**src/rtl/core/wsa_pkg.sv**
```systemverilog
package wsa_pkg;

	// Field and state widths
	localparam int SAMPLE_W     = 24;
	localparam int WINDOW_DEPTH = 64;
	localparam int ADDR_W       = $clog2(WINDOW_DEPTH);
	localparam int CNT_W        = ADDR_W + 1;
	localparam int SUM_W        = SAMPLE_W + ADDR_W;
	localparam int SQ_W         = 2 * SAMPLE_W - 1 + ADDR_W;
	localparam int NUM_W        = SQ_W + ADDR_W;
	localparam int VAR_W        = 47;
	localparam int LIMIT_W      = 28;
	localparam int GRID_W       = 16;
	localparam int GRID_LINES   = 4;
	localparam int MUL_W        = 31;
	localparam int PROD_W       = 2 * MUL_W;
	localparam int DIV_N        = 26;
	localparam int DIV_D        = 22;
	localparam int DIV_CNT_W    = $clog2(DIV_N);

	// Configuration port
	localparam int CFG_W     = 5;
	localparam int CFG_IDX_W = 1;
	localparam logic [CFG_IDX_W-1:0] REG_GROW   = 1'b0;
	localparam logic [CFG_IDX_W-1:0] REG_SHRINK = 1'b1;
	localparam logic [4:0] GROW_RESET   = 5'd11;
	localparam logic [3:0] SHRINK_RESET = 4'd3;

	// Scale codes
	localparam logic [1:0] MANT_1 = 2'd0;
	localparam logic [1:0] MANT_2 = 2'd1;
	localparam logic [1:0] MANT_5 = 2'd2;
	localparam logic [2:0] DEC_TOP = 3'd4;

	typedef struct packed {
		logic [1:0] mant;
		logic [2:0] dec;
	} scale_t;

	typedef struct packed {
		scale_t sc;
		logic   sat;
	} step_res_t;

	typedef struct packed {
		logic                       we;
		logic [ADDR_W-1:0]          addr;
		logic signed [SAMPLE_W-1:0] wdata;
	} mem_req_t;

	typedef struct packed {
		logic             start;
		logic [DIV_N-1:0] dividend;
		logic [DIV_D-1:0] divisor;
	} div_req_t;

	typedef struct packed {
		logic             done;
		logic [DIV_N-1:0] quotient;
	} div_rsp_t;

	typedef enum logic [4:0] {
		ST_IDLE, ST_P_RD, ST_P_SS, ST_P_OO, ST_P_UPD,
		ST_E_SCAN, ST_E_GMUL, ST_E_SMUL, ST_E_STEP,
		ST_E_TTEST, ST_E_TDIV, ST_E_TMUL, ST_E_TSET,
		ST_E_BTEST, ST_E_BDIV, ST_E_BMUL, ST_E_BSET,
		ST_F_SQ, ST_F_OUT
	} state_t;

	// Grid value in whole units from the scale codes
	function automatic logic [GRID_W-1:0] grid_value(scale_t s);
		logic [2:0]  mv;
		logic [13:0] dv;
		case (s.mant)
			MANT_2:  mv = 3'd2;
			MANT_5:  mv = 3'd5;
			default: mv = 3'd1;
		endcase
		case (s.dec)
			3'd0:    dv = 14'd1;
			3'd1:    dv = 14'd10;
			3'd2:    dv = 14'd100;
			3'd3:    dv = 14'd1000;
			default: dv = 14'd10000;
		endcase
		return GRID_W'(mv * dv);
	endfunction

	function automatic step_res_t step_up(scale_t s);
		step_res_t r;
		r.sc  = s;
		r.sat = 1'b0;
		if (s.mant == MANT_1) begin
			r.sc.mant = MANT_2;
		end else if (s.mant == MANT_2) begin
			r.sc.mant = MANT_5;
		end else if (s.dec >= DEC_TOP) begin
			r.sc.mant = MANT_5;
			r.sc.dec  = DEC_TOP;
			r.sat     = 1'b1;
		end else begin
			r.sc.mant = MANT_1;
			r.sc.dec  = s.dec + 3'd1;
		end
		return r;
	endfunction

	function automatic scale_t step_down(scale_t s);
		scale_t r;
		r = s;
		if (s.mant == MANT_5) begin
			r.mant = MANT_2;
		end else if (s.mant == MANT_2) begin
			r.mant = MANT_1;
		end else if (s.dec == 3'd0) begin
			r.mant = MANT_1;
		end else begin
			r.mant = MANT_5;
			r.dec  = s.dec - 3'd1;
		end
		return r;
	endfunction

endpackage

```
**src/rtl/core/wsa_divider.sv**
```systemverilog
module wsa_divider (
	input  logic              clk,
	input  logic              arst_n,
	input  wsa_pkg::div_req_t req,
	output wsa_pkg::div_rsp_t rsp
);

	logic [wsa_pkg::DIV_D:0]        rem_q;
	logic [wsa_pkg::DIV_N-1:0]      quo_q;
	logic [wsa_pkg::DIV_D-1:0]      dvs_q;
	logic [wsa_pkg::DIV_CNT_W-1:0]  cnt_q;
	logic                           busy_q;
	logic                           done_q;
	logic [wsa_pkg::DIV_D:0]        trial;
	logic                           fits;

	// One restoring step: shift in the next dividend bit and try the subtract
	assign trial = {rem_q[wsa_pkg::DIV_D-1:0], quo_q[wsa_pkg::DIV_N-1]};
	assign fits  = trial >= {1'b0, dvs_q};

	always_ff @(posedge clk) begin
		if (req.start) begin
			rem_q <= '0;
			quo_q <= req.dividend;
			dvs_q <= req.divisor;
		end else if (busy_q) begin
			rem_q <= fits ? trial - {1'b0, dvs_q} : trial;
			quo_q <= {quo_q[wsa_pkg::DIV_N-2:0], fits};
		end
	end

	// Step counter and completion pulse
	always_ff @(posedge clk or negedge arst_n) begin
		if (!arst_n) begin
			cnt_q  <= '0;
			busy_q <= 1'b0;
			done_q <= 1'b0;
		end else begin
			done_q <= 1'b0;
			if (req.start) begin
				cnt_q  <= '0;
				busy_q <= 1'b1;
			end else if (busy_q) begin
				cnt_q <= cnt_q + 1'b1;
				if (cnt_q == wsa_pkg::DIV_CNT_W'(wsa_pkg::DIV_N - 1)) begin
					busy_q <= 1'b0;
					done_q <= 1'b1;
				end
			end
		end
	end

	assign rsp.done     = done_q;
	assign rsp.quotient = quo_q;

endmodule

```
**config.mk**
```make
export PLATFORM = sky130hd
export DESIGN_NAME = wsa_divider
export DESIGN_NICKNAME = d
export VERILOG_FILES = /design/src/rtl/core/wsa_pkg.sv /design/src/rtl/core/wsa_divider.sv
export SDC_FILE = /design/constraint.sdc
export NUM_CORES = 1
export LEC_CHECK = 0
export ABC_AREA = 1
export BUFFER_PORTS_ARGS = -buffer_cell sky130_fd_sc_hd__buf_2
export CORE_AREA = 2 2 152 117
export CTS_BUF_LIST = sky130_fd_sc_hd__clkbuf_4 sky130_fd_sc_hd__clkbuf_8
export CTS_CLUSTER_DIAMETER = 200
export DETAILED_ROUTE_END_ITERATION = 8
export DIE_AREA = 0 0 154 119
export REMOVE_ABC_BUFFERS = 1
export SYNTH_ARGS = -nofsm -noshare
export SYNTH_HDL_FRONTEND = slang
export SYNTH_SLANG_ARGS = --single-unit
```
**constraint.sdc**
```tcl
create_clock -name clk -period 2.12 [get_ports clk]
set_clock_uncertainty 0.2 [all_clocks]
set_input_delay 0.424 -clock clk [delete_from_list [all_inputs] [get_ports clk]]
set_output_delay 0.424 -clock clk [all_outputs]
set_load 0.005 [all_outputs]
```
**Word level (Yosys, flattened, before mapping)**

Index checks and enable logic that the tools add are counted.

- Flip-flop bits (word level): 77
- Bits of input ports: 51

- Add/sub/neg operators: 2
- Magnitude comparators: 1
- Eq/ne operators: 1
- Mux-type cells: 11
- Reductions and logical operators: 1

Operator list:

| kind | number |
|---|---|
| 26-bit two-way mux | 2 |
| 23-bit by 22-bit >= comparator with 1-bit output | 1 |
| 22-bit two-way mux | 1 |
| 22-bit subtractor | 1 |
| 5-bit two-way mux | 2 |
| 1-bit two-way mux | 6 |
| 5-bit by 1-bit adder with 5-bit output, second input constant | 1 |
| 5-bit == test, second input constant | 1 |
| 2-bit nonzero test | 1 |

**Logic depth before layout (Yosys ltp)**

Gate-level depths: netlist of the first run.

- Depth after elaboration: 4
- Depth in mapped cells: 15
- Depth with buffers taken out: 15

**Worst setup path before layout of the first run**

OpenSTA, ideal clock, no wires.

- Kind: reg-to-reg
- Start: register quo_q[25] (netlist name)
- End: register rem_q[20] (netlist name)
- Setup time: 0.112 ns
- Data arrival time: 1.759 ns
- Slack: 0.049 ns
- Stages on the path, launching flop included: 14
- Path buffers: 0
- Cell sequence: edfxtp_1 inv_1 ha_1 inv_1 fa_1 nand2_1 nand3_1 and2_1 nand3b_1 nand3_1 nand2_1 nand3_2 nand2_1 nand2_1

- Word-level cells in the longest chain between the ends: 2

Ends and longest elaborated chain:

| what | line | RTL |
|---|---|---|
| from (decl) | wsa_divider.sv:9 | `logic [wsa_pkg::DIV_N-1:0] quo_q;` |
| from (signal assigned) | wsa_divider.sv:24 | `quo_q <= req.dividend;` |
| from (signal assigned) | wsa_divider.sv:28 | `quo_q <= {quo_q[wsa_pkg::DIV_N-2:0], fits};` |
| 22-bit subtractor or 23-bit by 22-bit >= comparator with 1-bit output (tied branches) | wsa_divider.sv:27, wsa_divider.sv:19 |  |
| 22-bit two-way mux * | wsa_divider.sv:27 | `rem_q <= fits ? trial - {1'b0, dvs_q} : trial;` |
| to (signal assigned) | wsa_divider.sv:27 |  |
| to (decl) | wsa_divider.sv:8 | `logic [wsa_pkg::DIV_D:0] rem_q;` |

Every way passes the cells marked *; elsewhere a longest branch is shown, timed or not.
A chain may end at the register's enable or synchronous reset.

**Final worst setup path of the first run**

- Start: register dvs_q[15] (netlist name)
- End: register rem_q[4] (netlist name)

- Word-level cells in the longest chain between the ends: 2

Ends and longest elaborated chain:

| what | line | RTL |
|---|---|---|
| from (decl) | wsa_divider.sv:10 | `logic [wsa_pkg::DIV_D-1:0] dvs_q;` |
| from (signal assigned) | wsa_divider.sv:25 | `dvs_q <= req.divisor;` |
| 23-bit by 22-bit >= comparator with 1-bit output | wsa_divider.sv:19 | `assign fits = trial >= {1'b0, dvs_q};` |
| 22-bit two-way mux | wsa_divider.sv:27 |  |

Every way passes these cells.

==> results of run 1 <==
[synth_stat cells, types with 4 or more instances]
| library cell | count |
|---|---|
| a21oi_1 | 16 |
| dfrtp_1 | 7 |
| clkbuf_1 | 7 |
| nand2_1 | 252 |
| buf_6 | 5 |
| nand3b_1 | 18 |
| nand4_1 | 6 |
| nor3_1 | 6 |
| o21ai_1 | 5 |
| nor2_1 | 26 |
| ha_1 | 24 |
| nor2_4 | 6 |
| nand3_2 | 8 |
| nand3_1 | 41 |
| dfxtp_1 | 22 |
| xnor2_1 | 7 |
| inv_2 | 4 |
| nand2_2 | 17 |
| edfxtp_1 | 48 |
| inv_1 | 102 |
[worst paths after layout]
check                      slack [ns]            startpoint               endpoint
setup / recovery                -0.06   dvs_q[15]$_DFFE_PP_  rem_q[4]$_SDFFE_PP0P_
hold / removal                   0.03               req[13]    dvs_q[13]$_DFFE_PP_
setup reg to reg                -0.06   dvs_q[15]$_DFFE_PP_  rem_q[4]$_SDFFE_PP0P_
hold reg to reg                  0.29  cnt_q[4]$_DFFE_PN0P_   cnt_q[4]$_DFFE_PN0P_
max in group asynchronous        1.34                arst_n   cnt_q[3]$_DFFE_PN0P_
min in group asynchronous        0.21                arst_n   cnt_q[0]$_DFFE_PN0P_
[worst max-delay path: stages (launching register included)]
cell and delay [ns]:
edfxtp_1 0.33, inv_1 0.06, ha_4 0.29, nand2_1 0.10, nor2_2 0.13, inv_2 0.06
nor4_4 0.25, nand2_4 0.18, nand2_8 0.15, clkbuf_16 0.16, nand2_2 0.05, nand3_2 0.07
o21ai_2 0.05
[state kept, by name (all words and copies together), names as in the netlist]
register  cells
busy_q        1
cnt_q         5
quo_q        26
done_q        1
rem_q        22
dvs_q        22
[cell type report]
class                           count  share of cell area [%]
Clock buffer                       11                   1.963
Clock inverter                      5                   1.167
Inverter                          106                   5.622
Multi-Input combinational cell    456                   40.49
Sequential cell                    77                   29.07
Tap cell                          220                   3.890
Timing Repair Buffer              168                   17.80
[what timing repair did]
action / CTS / global route
hold endpoints to repair: 17 / 0
pin swaps: 4 / 34
setup endpoints to repair: 23 / 23
cloned: 0 / 4
resized for setup: 35 / 68
hold buffers: 11 / 0
setup buffers: 1 / 7
[layer usage]
| layer | vias up | global-route usage [%] |
|---|---|---|
| li1 | 2389 | - |
| met1 | 2068 | 22.10 |
| met2 | 102 | 22.09 |
| met3 | 11 | 3.894 |
| met4 | 0 | 4.673 |
| met5 | - | 0 |
[power groups by stage]
| stage | Sequential [mW] | Combinational (mW) | Clock, mW |
|---|---|---|---|
| 3_3_place_gp | 2.10 | 4.26 | 0 |
| 6_report | 2.15 | 5.39 | 1.28 |
| 4_1_cts | 2.13 | 4.57 | 1.33 |
| 5_1_grt | 2.19 | 5.95 | 1.39 |
| 3_5_place_dp | 2.10 | 4.29 | 0 |
| 2_1_floorplan | 2.07 | 2.62 | 0 |
[per-stage QoR]
step	std cells	setup WS, ns	utilization, %	cell area (um^2)	total power [mW]
after global placement	1004	-0.1430	35.48	6060	6.359
after CTS	1032	-0.01375	38.75	6618	8.027
after detailed placement	1004	-0.1751	35.48	6060	6.385
final	1043	-0.06307	41.44	7077	8.825
after global routing	1043	-0.1557	41.44	7077	9.527
after floorplan	639	-0.1278	-	4838	4.693
[cells by family (layout without fill, tap and decap cells)]
family / Yosys count / count (layout) / synth area share (%)
fa+ha+maj: 25 / 25 / 6.445
xor+xnor: 9 / 9 / 1.586
flops: 77 / 77 / 41.39
compound gates: 34 / 34 / 4.104
buf+inv: 124 / 290 / 10.65
simple gates: 388 / 388 / 35.83
==> impl_metrics.json, run 1 <==
{
  "status": "complete, but fails checks",
  "violations": "setup timing",
  "drtIter0Drc": 256,
  "synth-edff-count": 48,
  "slew_headroom_pct": 77.39,
  "row_count": 42,
  "setup_viol": 20,
  "slew_viol_final": 0,
  "start_util_pct": 29.10,
  "grt_max_degree": 26,
  "die_w_um": 154,
  "dieArea_um2": 18330,
  "drt_first_pass_iters": 4,
  "power_per_cell_area_nw_per_um2": 1247,
  "final_common_cell": "nand2_1",
  "yosysTopAreaCell": "edfxtp_1",
  "fin_nets": 894,
  "pwr-share-seq_pct": 24.4,
  "p_comb_share_pct": 61.1,
  "wl_per_cell_um": 13.19,
  "dp_hpwl_um": 9927,
  "multi_input_area_um2": 2865,
  "internal-power_mw": 5.227,
  "drc_errors": 0,
  "cts_tree": "built",
  "wl_met1_um": 7020,
  "max_freq_ghz": 0.4581,
  "final.setup.worst_slack_ns": -0.06307,
  "path_clk_slew_ns": 0.09,
  "track_usage_pct": 15.22,
  "dr_wl_met3_um": 762,
  "grt_setup_unrepaired": "yes",
  "reg2reg_depth": 12,
  "min_period_over_period_pct": 103.0,
  "end_kind": "register",
  "final_cell_mix": "nand2_1 (230), inv_1 (90), buf_2 (77)",
  "clkSinkCount": 77,
  "worstSetupPathType": "register to register",
  "yosys_most_used_dff": "edfxtp_1",
  "antenna_found_initial": 0,
  "worstMarginPinSlew_ns": 0.3367,
  "hold_violations": 0,
  "swShare_pct": 40.77,
  "grt_pass1_wl_um": 22020,
  "top_layer_used": "met4",
  "syn_area_um2": 4970,
  "htreeDepth": 3,
  "met2_length_um": 5792,
  "net-switching-power_mw": 3.597,
  "diodes": 0,
  "layout.area.seq_um2": 2057,
  "ys_seq_area_share_pct": 41.39,
  "syn_inst": 657,
  "grt_pass1_vias": 4438,
  "vias": 4570,
  "via_per_inst": 4.382,
  "min_path_type": "input pin to register",
  "io_buffers": 77,
  "antenna_violating_nets_post_route": 0,
  "synth_seq_cells": 77,
  "cts_buffer_depth": 2,
  "syn2layout_area_growth_pct": 42.40,
  "die_height_um": 119,
  "synth.area.top_cells": "edfxtp_1 (29%), nand2_1 (19%), dfxtp_1 (8.9%)",
  "peakVddDrop_v": 0.0005173,
  "synth_top_area_share_pct": 29.00,
  "startpoint_type": "register",
  "avgSynthCellArea_um2": 7.564,
  "drive_gt1_share_pct": 36.82,
  "max-cap-violations": 0,
  "worstHoldPathCells": 1,
  "p_leak_nw": 3.524,
  "fin_hold_ws_ns": 0.02636,
  "overflow": 0,
  "required_ns": 2.19,
  "ios": 78,
  "wirelength_um": 13760,
  "insertion_delay_ns": 0.38,
  "finalSetupTns_ns": -0.7539,
  "async_flop_share_pct": 9.091,
  "power_frac_clock_pct": 14.5,
  "fillers": 1714,
  "fin_crit_ns": 2.183,
  "critPathArrivalTime_ns": 2.26,
  "synth_cell_type_count": 38,
  "critPathMaxFanout": 5,
  "yosysWarningCount": 0,
  "core_um2": 17080,
  "place_congestion": 0.9289,
  "cts_root_buffer": "clkbuf_8",
  "numCtsBuffers": 9
}
(Power assumes the default switching activity.)
==> inputs of run 2 (changes only) <==
Settings changed: BUFFER_PORTS_ARGS -buffer_cell sky130_fd_sc_hd__buf_2 to default, DONT_BUFFER_PORTS from default to 1.
==> run 2 against run 1 <==
Effect of this change: the run still ends with setup timing left; sequential share of layout area up 1.2 points; first-iteration DRC count up 6.6%; utilization down 1.7 points; via count down 4.8%; largest power group unchanged.
==> impl_metrics.json, run 2 (synthesized netlist as in run 1, its figures left out) <==
{
  "required_ns": 2.18,
  "r2r-start": "dvs_q[15]$_DFFE_PP_",
  "worstHoldPathCells": 2,
  "numCtsBuffers": 9,
  "fin_nets": 829,
  "grt_pass1_vias": 4248,
  "via_per_inst": 4.447,
  "final_area_um2": 6792,
  "min_path_type": "input pin to register",
  "insertion_delay_ns": 0.38,
  "diodes": 0,
  "max_freq_ghz": 0.4634,
  "antenna_found_initial": 0,
  "grt_pass1_wl_um": 21770,
  "vias": 4349,
  "net-switching-power_mw": 3.765,
  "wl_per_cell_um": 13.78,
  "path_clk_slew_ns": 0.09,
  "p_comb_share_pct": 62.4,
  "placed_area_um2": 5604,
  "worstSetupPathType": "register to register",
  "r2r_end": "rem_q[3]$_SDFFE_PP0P_",
  "critPathMaxFanout": 7,
  "fin_hold_ws_ns": 0.02894,
  "drtIter0Drc": 273,
  "status": "complete, but fails checks",
  "cts_buffer_depth": 2,
  "peakVddDrop_v": 0.0004623,
  "dp_hpwl_um": 9410,
  "drc_errors": 0,
  "power_frac_clock_pct": 12.6,
  "drt_first_pass_iters": 4,
  "hold_violations": 0,
  "start_util_pct": 29.10,
  "internal-power_mw": 4.936,
  "syn2layout_area_growth_pct": 36.66,
  "largest-register": "quo_q",
  "core_um2": 17080,
  "final_common_cell": "nand2_1",
  "antenna_violating_nets_post_route": 0,
  "overflow": 0,
  "die_height_um": 119,
  "cts_root_buffer": "clkbuf_8",
  "place_congestion": 0.8640,
  "critPathArrivalTime_ns": 2.22,
  "slew_viol_final": 0,
  "ios": 78,
  "placed_cells": 921,
  "power_per_cell_area_nw_per_um2": 1281,
  "dieArea_um2": 18330,
  "min_period_over_period_pct": 101.8,
  "fin_crit_ns": 2.158,
  "die_w_um": 154,
  "slew_headroom_pct": 74.48,
  "largestRegisters": "quo_q (26), dvs_q (22), rem_q (22)",
  "io_buffers": 0,
  "violations": "setup timing",
  "row_count": 42,
  "swShare_pct": 43.27,
  "track_usage_pct": 15.06,
  "htreeDepth": 3,
  "p_leak_nw": 3.249,
  "grt_setup_unrepaired": "yes",
  "startpoint_type": "register",
  "max-cap-violations": 0,
  "fin_cells": 978,
  "setup_viol": 15,
  "power_mw": 8.701,
  "end_kind": "register",
  "wirelength_um": 13480,
  "worstMarginPinSlew_ns": 0.3828,
  "min-delay-start": "req[45]",
  "r2r_slack_ns": -0.04,
  "drive_gt1_share_pct": 32.19,
  "reg2reg_depth": 15,
  "final.setup.worst_slack_ns": -0.03774,
  "grt_max_degree": 29,
  "finalSetupTns_ns": -0.2967,
  "pwr-share-seq_pct": 25.0,
  "cts_tree": "built",
  "clkSinkCount": 77,
  "largest_register_ffs": 26,
  "final_cell_mix": "nand2_1 (218), inv_1 (86), buf_4 (68)",
  "whs_endpoint": "quo_q[23]$_DFFE_PP_"
}
-- run 2: changes by cell type in the layout (fill, tap and decap cells not counted), sizes merged --
cell	change
clkinv	+1
dlygate4sd3	+12
buf	-73
clkbuf	-4
bufinv	-2
clkinvlp	+1
-- run 2: power groups by stage --
| stage | combinational, mW | sequential [mW] | clock [mW] |
|---|---|---|---|
| finish | 5.43 | 2.18 | 1.09 |
| CTS | 4.68 | 2.14 | 1.15 |
| global route | 5.93 | 2.22 | 1.19 |
| detailed placement | 4.06 | 2.11 | 0 |
| global placement | 4.04 | 2.12 | 0 |
| floorplan | 2.62 | 2.07 | 0 |
-- run 2: stage by stage --
stage / utilization (%) / setup slack, ns
5_1_grt: 39.77 / -0.1359
6_report: 39.77 / -0.03774
4_1_cts: 37.33 / -0.03880
3_5_place_dp: 32.81 / -0.09168
3_3_place_gp: 32.81 / -0.06151
2_1_floorplan: - / -0.1278
-- run 2: metal layers --
layer  up-vias  GRT usage [%]  part of all wire (%)  routed length [um]
met1      1971          22.16                    53                7103
met2       104          21.78                    41                5510
li1       2261              -                     -                   -
met4         0          3.680                   1.1                 142
met3        13          4.076                   5.3                 720
met5         -              0                     0                   0
-- run 2: how the worst max path moves through the flow --
stage / endpoint / cells past startpoint / start / slack (ns)
6_report: rem_q[3]$_SDFFE_PP0P_ / 15 / dvs_q[15]$_DFFE_PP_ / -0.04
5_1_grt: rem_q[3]$_SDFFE_PP0P_ / 15 / dvs_q[15]$_DFFE_PP_ / -0.14
4_1_cts: rem_q[11]$_SDFFE_PP0P_ / 13 / dvs_q[15]$_DFFE_PP_ / -0.04
3_5_place_dp: rem_q[14]$_SDFFE_PP0P_ / 13 / quo_q[25]$_DFFE_PP_ / -0.09
3_3_place_gp: rem_q[18]$_SDFFE_PP0P_ / 12 / dvs_q[7]$_DFFE_PP_ / -0.06
2_1_floorplan: rem_q[2]$_SDFFE_PP0P_ / 13 / dvs_q[18]$_DFFE_PP_ / -0.13
-- run 2: timing repair --
action	4_1_cts	5_1_grt
cloned	1	0
pin swaps	11	44
endpoints found under the hold margin	55	0
buffers inserted	8	11
gates resized for setup	41	94
setup endpoints to repair	23	23
hold buffers	24	0
-- run 2: critical path: stages, from the launching register on --
cell	delay, ns
edfxtp_1	0.35
inv_2	0.04
ha_4	0.30
buf_6	0.10
nand2_4	0.04
nor2_4	0.13
inv_2	0.06
nor2_4	0.12
nand2_2	0.07
nor2_4	0.12
nor2_4	0.08
nand2_8	0.10
buf_12	0.14
nand2_2	0.06
nand3_2	0.06
o21ai_1	0.06
-- run 2: final cells by class --
cell class	instances	area [um^2]
inverters	106	397.9
well taps	220	275.3
multi-input cells	456	2958
repair buffers	103	914.6
fillers	1721	10290
flip-flops and latches	77	2058
clock buffers	11	145.1
clock inverters	5	42.54
==> inputs of run 3 (changes only) <==
Settings changed: ABC_AREA 1 to default, CORE_AREA 2 2 152 117 to 2 2 144 111, DIE_AREA 0 0 154 119 to 0 0 146 113, SLEW_MARGIN from default to 20.
==> run 3 against run 2 <==
Effect of this change: the flow still finishes with violations (setup timing); die area fell by 10%; sequential cell count did not move; cell count decreased by 23%; critical path depth shrank 5; area after synthesis is 11% lower; hold slack improved by 0.0024 ns; total power down 7.2%; design area shrank 7.2%; first-iteration DRC count is 41% lower.
==> impl_metrics.json, run 3 <==
{
  "grt_pass1_wl_um": 18490,
  "crit_buf_inv": 2,
  "final_cell_mix": "buf_4 (97), edfxtp_1 (48), inv_1 (27), nor2_1 (27), mux2_2 (26)",
  "syn_area_um2": 4424,
  "placed_cells": 699,
  "synth-edff-count": 48,
  "slew_viol_final": 0,
  "avgSynthCellArea_um2": 10.64,
  "synth_top_family_by_area": "compound AO/OA/AOI/OAI gates",
  "cts_tree": "built",
  "path_cells": "inv_1 > ha_1 > a21oi_1 > o31ai_1 > and3_1 > a211oi_1 > buf_4 > a211o_1 > o211ai_1 > a31oi_1",
  "synth_common_cells": "edfxtp_1 (48), nand2_1 (34), inv_1 (30), nor2_1 (28), mux2_2 (26)",
  "fin_cells": 751,
  "required_ns": 2.14,
  "final_common_cell": "buf_4",
  "grt_setup_unrepaired": "yes",
  "track_usage_pct": 14.34,
  "power_mw": 8.074,
  "fin_hold_ws_ns": 0.03135,
  "wl_met1_um": 5712,
  "place_congestion": 0.8681,
  "synth_seq_cells": 77,
  "yosys_most_used_dff": "edfxtp_1",
  "die_height_um": 113,
  "numCtsBuffers": 9,
  "yosys.area_share.simple_pct": 13.80,
  "startpoint": "dvs_q[10]$_DFFE_PP_",
  "top_layer_used": "met4",
  "synth.area.mux_share_pct": 7.070,
  "synthAdderAreaFrac_pct": 7.240,
  "via_per_inst": 4.804,
  "cts_buffer_depth": 2,
  "whs_endpoint": "rem_q[18]$_SDFFE_PP0P_",
  "antenna_violating_nets_post_route": 0,
  "drtIter0Drc": 160,
  "synth_top_area_share_pct": 32.58,
  "synth-xor-area-share_pct": 3.761,
  "wl_per_cell_um": 15.42,
  "async_flop_share_pct": 9.091,
  "core_um2": 15030,
  "ys_seq_area_share_pct": 46.49,
  "dieArea_um2": 16500,
  "worstHoldPathCells": 1,
  "syn_inst": 416,
  "final.setup.worst_slack_ns": -0.4942,
  "met2_length_um": 5175,
  "dp_hpwl_um": 7713,
  "drc_errors": 0,
  "worstSetupPathType": "register to register",
  "status": "complete, but fails checks",
  "violations": "setup timing",
  "slew_headroom_pct": 57.51,
  "start_util_pct": 29.44,
  "drive_gt1_share_pct": 42.49,
  "fin_nets": 617,
  "dr_wl_met3_um": 534,
  "max-cap-violations": 0,
  "path_clk_slew_ns": 0.08,
  "synth.area.top_cells": "edfxtp_1 (33%), dfxtp_1 (10%), ha_1 (6.8%)",
  "diodes": 0,
  "syn2layout_area_growth_pct": 42.51,
  "r2r_slack_ns": -0.49,
  "worstMarginPinSlew_ns": 0.6373,
  "power_per_cell_area_nw_per_um2": 1281,
  "overflow": 0,
  "grt_max_degree": 45,
  "grt_pass1_vias": 3609,
  "r2r_end": "rem_q[21]$_SDFFE_PP0P_",
  "yosysTopAreaCell": "edfxtp_1",
  "slowest_delay_ns": 0.44,
  "io_buffers": 0,
  "antenna_found_initial": 0,
  "largestRegisters": "quo_q (26), dvs_q (22), rem_q (22)",
  "vias": 3608,
  "wirelength_um": 11580,
  "cpLargestDelayFamily": "compound AO/OA/AOI/OAI gates",
  "end_kind": "register",
  "drt_first_pass_iters": 4,
  "r2r-start": "dvs_q[10]$_DFFE_PP_",
  "min_period_over_period_pct": 123.3,
  "ios": 78,
  "synth_cell_type_count": 64,
  "yosysWarningCount": 0,
  "startpoint_type": "register",
  "yosysMostFrequentCell": "edfxtp_1",
  "peakVddDrop_v": 0.0005481,
  "critPathArrivalTime_ns": 2.63,
  "setup_viol": 23,
  "largest_register_ffs": 26,
  "clkSinkCount": 77,
  "fin_crit_ns": 2.614,
  "row_count": 39,
  "critPathMaxFanout": 9,
  "largest-register": "quo_q",
  "insertion_delay_ns": 0.38,
  "p_leak_nw": 2.613,
  "max_freq_ghz": 0.3825,
  "synth_compound_area_share_pct": 16.97,
  "reg2reg_depth": 10,
  "die_w_um": 146,
  "min-delay-start": "req[48]",
  "min_path_type": "input pin to register",
  "cts_root_buffer": "clkbuf_8",
  "htreeDepth": 3,
  "slowest_stage": "o31ai_1",
  "hold_violations": 0,
  "finalSetupTns_ns": -9.688
}
-- run 3: through the flow --
stage,utilization (%),setup WS (ns),area (um^2)
after floorplan,-,-0.7091,4330
after global placement,35.55,-0.7555,5343
after detailed placement,35.55,-0.7587,5343
after CTS,40.81,-0.4808,6133
after global routing,41.95,-0.6324,6305
final,41.95,-0.4942,6305
-- run 3: worst max path at each step --
stage / depth (start not counted) / endpoint / slack, ns
5_1_grt: 10 / rem_q[18]$_SDFFE_PP0P_ / -0.63
6_report: 10 / rem_q[21]$_SDFFE_PP0P_ / -0.49
3_3_place_gp: 11 / rem_q[12]$_SDFFE_PP0P_ / -0.76
2_1_floorplan: 11 / rem_q[18]$_SDFFE_PP0P_ / -0.71
4_1_cts: 11 / rem_q[18]$_SDFFE_PP0P_ / -0.48
3_5_place_dp: 11 / rem_q[12]$_SDFFE_PP0P_ / -0.76
-- run 3: worst reg2reg max path, delay by kind of cell, from the launching register on --
kind	cells	cell delay, ns
buffers and inverters	2	0.21
AND/OR/NAND/NOR	1	0.22
flip-flops	1	0.39
AO/OA/AOI/OAI	6	1.09
adder cells (fa/ha/maj)	1	0.36
-- run 3: final cells by class --
type,count,area [um^2]
timing repair buffer,135,1156
multi-input combinational,288,2494
inverter,30,112.6
fill,1478,8725
sequential,77,2057
clock inverter,5,83.83
clock buffer,11,145.1
tap,205,256.5
-- run 3: kinds of logic (layout without fill, tap and decap cells) --
group / Yosys count / count (layout)
and+or+nand+nor: 120 / 120
AOI/OAI and AO/OA: 96 / 96
DFF: 77 / 77
buffers and inverters: 51 / 181
muxes: 28 / 28
adders and majority gates: 25 / 25
xor gates and xnor gates: 19 / 19
-- run 3: where the power goes --
group	internal, mW	switching, mW
clock	0.710	0.567
combinational	2.51	2.18
sequential	1.90	0.209
-- run 3: layer usage --
layer  GRT usage, %  vias up
met5              0        -
met4          4.725        0
met3          4.597       18
met2          21.79       76
met1          19.43     1720
li1               -     1794
-- run 3: repair_timing --
| action | 4_1_cts | 5_1_grt |
|---|---|---|
| gates resized for setup | 63 | 25 |
| pin swaps | 31 | 22 |
| hold buffers | 24 | 0 |
| endpoints found under the hold margin | 71 | 0 |
| buffers inserted | 7 | 3 |
| setup endpoints to repair | 23 | 23 |
| cloned | 2 | 0 |
